**src/rtl/sstif_pkg.sv**
```systemverilog
// Package for the seismic sample to IEEE single converter.
// Holds format codes, register indexes and the leading-one helper function.
// Depends on nothing.
package sstif_pkg;

	localparam int unsigned WordW = 32;
	localparam int unsigned FmtW  = 3;
	localparam int unsigned CfgIdxW = 1;

	typedef enum logic [FmtW-1:0] {
		FMT_IBM   = 3'd1,
		FMT_INT32 = 3'd2,
		FMT_INT16 = 3'd3,
		FMT_IEEE  = 3'd5
	} fmt_t;

	localparam logic [CfgIdxW-1:0] REG_FORMAT = 1'b0;
	localparam logic [CfgIdxW-1:0] REG_SWAP   = 1'b1;

	localparam logic [FmtW-1:0] FormatReset = 3'd1;

	// Position of the leading one of a 32-bit word (0 when the word is zero).
	function automatic logic [4:0] lead_pos(input logic [31:0] v);
		logic [4:0] p;
		p = 5'd0;
		for (int i = 0; i < 32; i++) begin
			if (v[i]) begin
				p = 5'(i);
			end
		end
		return p;
	endfunction

endpackage

```
**src/rtl/seismic_sample_to_ieee_float.sv**
```systemverilog
// Top level of the seismic trace sample to IEEE single converter.
// Depends on sstif_pkg and sstif_conv.
//
// Channel   Signals                                      Beat
// input     in_valid, in_stall, raw_sample               one raw sample word
// output    out_valid, out_stall, ieee_bits, format_error  one converted sample
// config    cfg_valid, cfg_ready, cfg_index, cfg_data    one register write
//
// Each accepted beat sits in the input register while the conversion logic works
// on it, and is then loaded into the result register.
// One beat is accepted every cycle while the output is not stalled; the input
// stalls only when both registers are full and the result is held.
// Reset (arst_n low) clears both valid flags and loads format 1, no swap.
// A stall holds the result register and, through in_stall, the input register.
module seismic_sample_to_ieee_float
	import sstif_pkg::*;
(
	input  logic                clk,
	input  logic                arst_n,
	input  logic                in_valid,
	output logic                in_stall,
	input  logic [WordW-1:0]    raw_sample,
	output logic                out_valid,
	input  logic                out_stall,
	output logic [WordW-1:0]    ieee_bits,
	output logic                format_error,
	input  logic                cfg_valid,
	output logic                cfg_ready,
	input  logic [CfgIdxW-1:0]  cfg_index,
	input  logic [WordW-1:0]    cfg_data
);

	logic [FmtW-1:0]  fmt_q;
	logic             swap_q;
	logic             v_s1;
	logic [WordW-1:0] raw_s1;
	logic [WordW-1:0] bits_c;
	logic             err_c;
	logic             adv2;
	logic             adv1;

	// The result stage moves whenever it is free; the input stage also moves whenever it is empty.
	assign adv2      = !out_valid || !out_stall;
	assign adv1      = !v_s1 || adv2;
	assign in_stall  = !adv1;
	assign cfg_ready = 1'b1;

	always_ff @(posedge clk or negedge arst_n) begin
		if (!arst_n) begin
			fmt_q  <= FormatReset;
			swap_q <= 1'b0;
		end else if (cfg_valid) begin
			case (cfg_index)
				REG_FORMAT: fmt_q  <= cfg_data[FmtW-1:0];
				REG_SWAP:   swap_q <= cfg_data[0];
				default:    ;
			endcase
		end
	end

	always_ff @(posedge clk or negedge arst_n) begin
		if (!arst_n) begin
			v_s1      <= 1'b0;
			out_valid <= 1'b0;
		end else begin
			if (adv1) begin
				v_s1 <= in_valid;
			end
			if (adv2) begin
				out_valid <= v_s1;
			end
		end
	end

	always_ff @(posedge clk) begin
		if (adv1 && in_valid) begin
			raw_s1 <= raw_sample;
		end
		if (adv2 && v_s1) begin
			ieee_bits    <= bits_c;
			format_error <= err_c;
		end
	end

	sstif_conv u_conv (
		.fmt  (fmt_q),
		.swap (swap_q),
		.word (raw_s1),
		.bits (bits_c),
		.err  (err_c)
	);

	// A stalled result must not be overwritten by the stage behind it.
	a_hold: assert property (@(posedge clk) disable iff (!arst_n)
		out_valid && out_stall |=> out_valid && $stable(ieee_bits))
		else $error("result changed under stall");

	// The input side stalls only when both stages are full and blocked.
	a_stall: assert property (@(posedge clk) disable iff (!arst_n)
		in_stall |-> v_s1 && out_valid && out_stall)
		else $error("needless input stall");

	// An error result is always a zero word.
	a_err: assert property (@(posedge clk) disable iff (!arst_n)
		out_valid && format_error |-> ieee_bits == '0)
		else $error("error result not zero");

endmodule

```
**src/rtl/sstif_conv.sv**
```systemverilog
// Combinational conversion of one aligned sample word to IEEE single.
// Uses sstif_pkg for format codes and the leading-one helper.
module sstif_conv
	import sstif_pkg::*;
(
	input  logic [FmtW-1:0]  fmt,
	input  logic             swap,
	input  logic [WordW-1:0] word,
	output logic [WordW-1:0] bits,
	output logic             err
);

	logic [31:0] w32, w16, w;
	logic [23:0] frac, nfrac;
	logic [4:0]  ibm_lz;
	logic [9:0]  bexp;
	logic [31:0] ibm_res;
	logic        neg;
	logic [31:0] mag;
	logic [4:0]  top;
	logic [4:0]  sh;
	logic [31:0] keep0, rem, half;
	logic [24:0] keep;
	logic        rup;
	logic [7:0]  iexp;
	logic [31:0] int_res;

	assign w32 = swap ? {word[7:0], word[15:8], word[23:16], word[31:24]} : word;
	assign w16 = swap ? {16'd0, word[7:0], word[15:8]} : {16'd0, word[15:0]};

	// IBM hex float: normalise the 24-bit fraction with one leading-one search.
	assign frac   = w32[23:0];
	assign ibm_lz = 5'd23 - lead_pos({8'd0, frac});
	assign nfrac  = frac << ibm_lz;
	assign bexp   = {1'b0, w32[30:24], 2'b00} - 10'd256 - {5'd0, ibm_lz} + 10'd126;
	assign ibm_res = (frac == 24'd0) ? 32'd0 :
		{w32[31], bexp[9:8] != 2'b00 ? 8'd0 : bexp[7:0], nfrac[22:0]};

	// Integers: sign and magnitude, then round to nearest even.
	assign w   = (fmt == FMT_INT16) ? {{16{w16[15]}}, w16[15:0]} : w32;
	assign neg = w[31];
	assign mag = neg ? (~w + 32'd1) : w;
	assign top = lead_pos(mag);
	assign sh  = (top > 5'd23) ? top - 5'd23 : 5'd0;
	assign keep0 = (top > 5'd23) ? (mag >> sh) : (mag << (5'd23 - top));
	assign rem  = mag & ((32'd1 << sh) - 32'd1);
	assign half = (sh == 5'd0) ? 32'd0 : (32'd1 << (sh - 5'd1));
	assign rup  = (sh != 5'd0) && ((rem > half) || (rem == half && keep0[0]));
	assign keep = {1'b0, keep0[23:0]} + {24'd0, rup};
	assign iexp = 8'd127 + {3'd0, top} + {7'd0, keep[24]};
	assign int_res = (mag == 32'd0) ? 32'd0 :
		{neg, iexp, keep[24] ? keep[23:1] : keep[22:0]};

	always_comb begin
		bits = 32'd0;
		err  = 1'b0;
		case (fmt)
			FMT_IBM:   bits = ibm_res;
			FMT_INT32: bits = int_res;
			FMT_INT16: bits = int_res;
			FMT_IEEE:  bits = w32;
			default:   err = 1'b1;
		endcase
	end

endmodule
```
**config.mk**
```make
export PLATFORM = sky130hd
export DESIGN_NAME = seismic_sample_to_ieee_float
export DESIGN_NICKNAME = d
export VERILOG_FILES = /design/src/rtl/sstif_pkg.sv /design/src/rtl/seismic_sample_to_ieee_float.sv /design/src/rtl/sstif_conv.sv
export SDC_FILE = /design/constraint.sdc
export NUM_CORES = 1
export LEC_CHECK = 0
export ABC_AREA = 1
export BUFFER_PORTS_ARGS = -buffer_cell sky130_fd_sc_hd__buf_2
export CAP_MARGIN = 20
export CORE_MARGIN = 4
export CORE_UTILIZATION = 52
export CTS_CLUSTER_DIAMETER = 120
export DETAILED_ROUTE_END_ITERATION = 8
export PLACE_DENSITY = 0.69
export SLEW_MARGIN = 20
export SYNTH_ARGS = -nofsm -noshare
export SYNTH_HDL_FRONTEND = slang
export SYNTH_SLANG_ARGS = --single-unit
```
**constraint.sdc**
```tcl
create_clock -name clk -period 27.6 [get_ports clk]
set_clock_uncertainty 0.1 [all_clocks]
set_input_delay 5.52 -clock clk [delete_from_list [all_inputs] [get_ports clk]]
set_output_delay 5.52 -clock clk [all_outputs]
set_load 0.01 [all_outputs]
```
# Word level (Yosys, flattened, before mapping)
# Index checks and enable logic that the tools add are counted.
dict set report op_classes {
  add_sub_neg 12
  multipliers 0
  div 0
  order_cmp 2
  n_eq_ne 5
  shifts 5
  muxes 67
  bitwise_logic 3
  n_reduce_logical 20
}
# cell n
set ops {}
lappend ops {{32-bit 2-to-1 mux} 6}
lappend ops {{5-bit 2-to-1 mux} 25}
lappend ops {{32-bit case mux with 3 select lines} 1}
lappend ops {{4-bit 2-to-1 mux} 16}
lappend ops {{1-bit by 5-bit << shifter with 32-bit output, first input constant} 2}
lappend ops {{32-bit by 1-bit adder with 32-bit output, second input constant} 1}
lappend ops {{32-bit bitwise AND} 1}
lappend ops {{32-bit equality test} 1}
lappend ops {{32-bit greater-than comparator} 1}
lappend ops {{32-bit zero test} 1}
lappend ops {{32-bit NOT} 1}
lappend ops {{32-bit by 5-bit << shifter with 24-bit output} 1}
lappend ops {{32-bit by 5-bit right shift with 24-bit output} 1}
lappend ops {{32-bit by 1-bit subtractor with 32-bit output, second input constant} 1}
lappend ops {{24-bit by 1-bit adder with 25-bit output} 1}
lappend ops {{24-bit zero test} 1}
lappend ops {{24-bit 2-to-1 mux} 1}
lappend ops {{3-bit 2-to-1 mux} 8}
lappend ops {{24-bit by 5-bit << shifter with 23-bit output} 1}
lappend ops {{23-bit 2-to-1 mux} 1}
lappend ops {{16-bit 2-to-1 mux} 1}
lappend ops {{10-bit by 7-bit adder with 10-bit output, second input constant} 1}
lappend ops {{10-bit by 5-bit subtractor with 10-bit output} 1}
lappend ops {{5-bit subtractor, first input constant} 2}
lappend ops {{22 further kinds} 37}
dict set report totals {
  reg_bits 71
  latchBits 0
  ramBits 0
  mem_bits_ro 0
  output_inout_bits 36
  mem_count 0
}

# Logic depth before layout (Yosys ltp)
dict set report logic_depth {
  word_depth 49
  mapped_depth 85
}

# Hierarchy
# From an unflattened synthesis, not the netlist that was laid out.
dict set report unflattened {
  cells_unflattened 2140
  hier_area_um2 12597.1
}
# module instances cells_each area_per_inst_um2 seq_area_each_um2
set by_module_without_submodules {}
lappend by_module_without_submodules {sstif_conv 1 2042 10378.7 0.0}
lappend by_module_without_submodules {seismic_sample_to_ieee_float 1 98 2218.4 2103.3}

# Worst setup path before layout
# No wires, ideal clock.
dict set report synth_timing {
  path_type {input -> output}
  startpoint {input out_stall}
  endpoint {output in_stall}
  t_arrival_ps 5767
  t_required_ps 21980
  setup_slack_ps 16213
  stages 2
  path_buffers 0
  path_cell_list {nand2_1 > nor2_1}
}
dict set report synth_between {
  elab_chain_len 4
}
# element line_no
set synth_rtl {}
lappend synth_rtl {{from (decl)} seismic_sample_to_ieee_float.sv:24} ;# input logic out_stall,
lappend synth_rtl {{1-bit zero test} seismic_sample_to_ieee_float.sv:43} ;# assign adv2 = !out_valid || !out_stall;
lappend synth_rtl {{1-bit logical OR} seismic_sample_to_ieee_float.sv:43}
lappend synth_rtl {{1-bit logical OR} seismic_sample_to_ieee_float.sv:44} ;# assign adv1 = !v_s1 || adv2;
lappend synth_rtl {{1-bit zero test} seismic_sample_to_ieee_float.sv:45} ;# assign in_stall = !adv1;
lappend synth_rtl {{to (decl)} seismic_sample_to_ieee_float.sv:21} ;# output logic in_stall,
# No other way between the ends.

# Worst setup path after layout
dict set report layout_timing {
  startpoint {register swap_q}
  endpoint {register ieee_bits[27], data pin}
}
dict set report layout_between {
  elab_chain_len 49
  elab_cells_between_ends 94
}
# element line_no
set layout_rtl {}
lappend layout_rtl {{from (decl)} seismic_sample_to_ieee_float.sv:34} ;# logic swap_q;
lappend layout_rtl {{from (signal assigned)} seismic_sample_to_ieee_float.sv:55} ;# REG_SWAP: swap_q <= cfg_data[0];
lappend layout_rtl {{parallel branches: the longest is 48 deep, another holds 32-bit by 1-bit adder with 32-bit output} --}
lappend layout_rtl {{32-bit case mux with 3 select lines *} sstif_conv.sv:57} ;# case (fmt)
lappend layout_rtl {{via bits_c[27]} seismic_sample_to_ieee_float.sv:37} ;# logic [WordW-1:0] bits_c;
lappend layout_rtl {{to (signal assigned)} seismic_sample_to_ieee_float.sv:80} ;# ieee_bits <= bits_c;
lappend layout_rtl {{to (decl)} seismic_sample_to_ieee_float.sv:25} ;# output logic [WordW-1:0] ieee_bits,
# Mark *: on every way through the listed nets, which the timed path passes.
# A chain may end at the register's enable or synchronous reset.

==> qor.yml <==
synth_top_area_cell: "nand2_1"
synth_top_family_by_area: "simple AND/OR/NAND/NOR gates"
timing.hold.ws_ps: 401.9
hold_start: "v_s1"
utilization_pct: 55.98
synthMuxAreaShare_pct: 0.4039
status: "finished clean"
yosysUniqueCellTypes: 70
layoutNonFillerInstCount: 2424
port_buffers: 75
slew_viol_final: 0
synth_compound_area_share_pct: 12.92
ant_nets: 0
synth_simple_gate_area_share_pct: 49.73
cts-htree-levels: 3
seqPwrFrac_pct: 9.1
worstReg2RegStart: "swap_q"
start_kind: "flop"
synthFlopType: "edfxtp_1"
maxCapViolations: 0
vias_per_cell: 6.099
syn_area_per_cell_um2: 5.971
regArea_mm2: 0.002103
drive_gt1_share_pct: 12.97
io_pins: 106
hold_viol_final: 0
cts.path.max_buffers: 2
cp-startpoint: "swap_q"
grt_antenna_before_repair: 1
ys_warn_count: 0
start_util_pct: 52.79
final_cell_mix: "nand2_1, nand3_1, nor2_1"
wire_per_inst_um: 19.51
crit_slowest_cell: "or4_1"
grt_max_degree: 52
crit_path_end_kind: "flop"
cts_resized: 0
wl_um: 47300
core_mm2: 0.02347
total_power_w: 0.001605
hp-class: "flop to flop"
root_buffer: "clkbuf_16"
die_x_um: 162.4
antenna_cells: 0
clkTransAtPathRegs_ps: 70
combinationalPowerShare_pct: 83.3
period_minus_slack_ps: 12740
critical_path.most_common_cell: "nand2_1"
tns_ps: 0
cts_buffers: 9
path_class: "flop to flop"
grt_pass1_vias: 13223
mostFrequentLayoutCell: "nand2_1"
intPower_w: 0.0006096
dpl.hpwl_um: 36410
numClockSinks: 71
switchingPower_w: 0.0009958
gr-usage-all-layers_pct: 35.15
ir_worst_vdd_mv: 0.06010
rows: 56
power.density_mw_per_mm2: 122.2
slowest_delay_ps: 530
grt_pass1_wl_um: 73240
async_flop_share_pct: 8.451
path_max_fanout: 50
synth-xor-area-share_pct: 3.565
slew_headroom_pct: 27.49
synth_top_area_share_pct: 17.81
fmax_mhz: 78.52
drc: 0
synth.area.top_cells: "nand2_1, edfxtp_1, nand3_1"
multi_input_area_mm2: 0.008997
first_iter_violations: 2003
cts_tree: "done"
overflow: 0
setup_viol: 0
clk_latency_ps: 340
place_congestion: 1.009
rsz0062_at_grt: "no"
synth_edf_count: 65
fin_nets: 2222
cp.arrival_ps: 12800
worstMarginPinSlew_ps: 1086
holdBufCountCts: 0
yosysSeqAreaShare_pct: 16.97
syn_inst: 2075
synth_adder_area_share_pct: 5.312
dp_cells: 2407
fin_crit_sh_pct: 46.14
syn_area_mm2: 0.01239
fillerInstances: 2490
die_h_um: 162.4
swShare_pct: 62.03
drtPass1Iterations: 6
fp.dieArea_mm2: 0.02636
ys_ff_latch: 71
clkPwrFrac_pct: 7.6
vias: 14784
worst_ep_required_time_ps: 27660
area_delta_synth_final_pct: 6.039
postCtsSetupRepairBufs: 0
p_leak_nw: 6.248
worst max-delay path: cells and delay by family, from the launching register on:
family	cells	cell delay [ps]
flops	1	370
simple gates	49	6680
fa+ha+maj	8	1880
xor+xnor	1	510
compound gates	6	900
buf+inv	11	2070
sequential cells by signal, indices dropped and copies added, names as in the netlist:
| name | flops |
|---|---|
| ieee_bits | 32 |
| raw_s1 | 32 |
| fmt_q | 3 |
| format_error | 1 |
| out_valid | 1 |
| swap_q | 1 |
| v_s1 | 1 |
power by group through the flow:
stage | combinational (W) | clock (W) | sequential (W)
after global placement | 0.00128 | 0 | 0.000149
after CTS | 0.00130 | 0.000122 | 0.000147
after floorplan | 0.000967 | 0 | 0.000154
after detailed placement | 0.00129 | 0 | 0.000149
after global routing | 0.00148 | 0.000128 | 0.000148
final | 0.00134 | 0.000121 | 0.000147
kinds of logic (layout without fill, tap and decap cells):
| group | Yosys count | in the layout |
|---|---|---|
| AND/OR/NAND/NOR | 1326 | 1326 |
| buffers and inverters | 310 | 323 |
| XOR/XNOR | 44 | 44 |
| flip-flops | 71 | 71 |
| adder cells (fa/ha/maj) | 52 | 52 |
| AO/OA/AOI/OAI | 265 | 265 |
| multiplexers | 5 | 5 |
| other | 2 | 19 |
worst paths after layout:
check                                endpoint  depth (start not counted)  slack, ps
worst max-delay path            ieee_bits[27]                         75      14870
worst min-delay path                out_valid                          2        400
worst max register to register  ieee_bits[27]                         75      14870
worst min register to register      out_valid                          2        400
max in group asynchronous            fmt_q[0]                          1      22280
min in group asynchronous           out_valid                          1       4890
routing by layer:
layer,global-route usage (%),up-vias,part of all wire (%)
li1,-,7047,-
met1,48.35,6699,41
met2,54.28,868,43
met3,4.935,168,10
met4,17.30,2,5.9
met5,0,-,0.015
through the flow:
step | instance area, µm² | setup WS (ps)
after global routing | 13140 | 13960
after global placement | 12810 | 15370
after floorplan | 12450 | 16210
final | 13140 | 14870
after CTS | 13110 | 15240
after detailed placement | 12810 | 15290
cell usage after synthesis (13+ instances only):
cell and n:
inv_2 46, nor3_1 34, ha_1 51, nand3_2 15
buf_2 23, nand3_1 379, clkbuf_1 36, inv_1 160
o21ai_0 88, xor2_1 33, a21oi_1 66, edfxtp_1 65
nand2_2 19, o21ai_2 13, nor2_2 21, nor2_1 161
nand2_1 588, o21ai_1 29, nand4_1 60
final cells by class:
type,count,share of cell area [%]
flip-flops and latches,71,16.01
clock buffers,9,1.714
clock inverters,7,0.5999
repair buffers,93,4.038
multi-input cells,1711,68.48
inverters,214,6.123
well taps,319,3.038
Power figures use the tool's default switching activity.
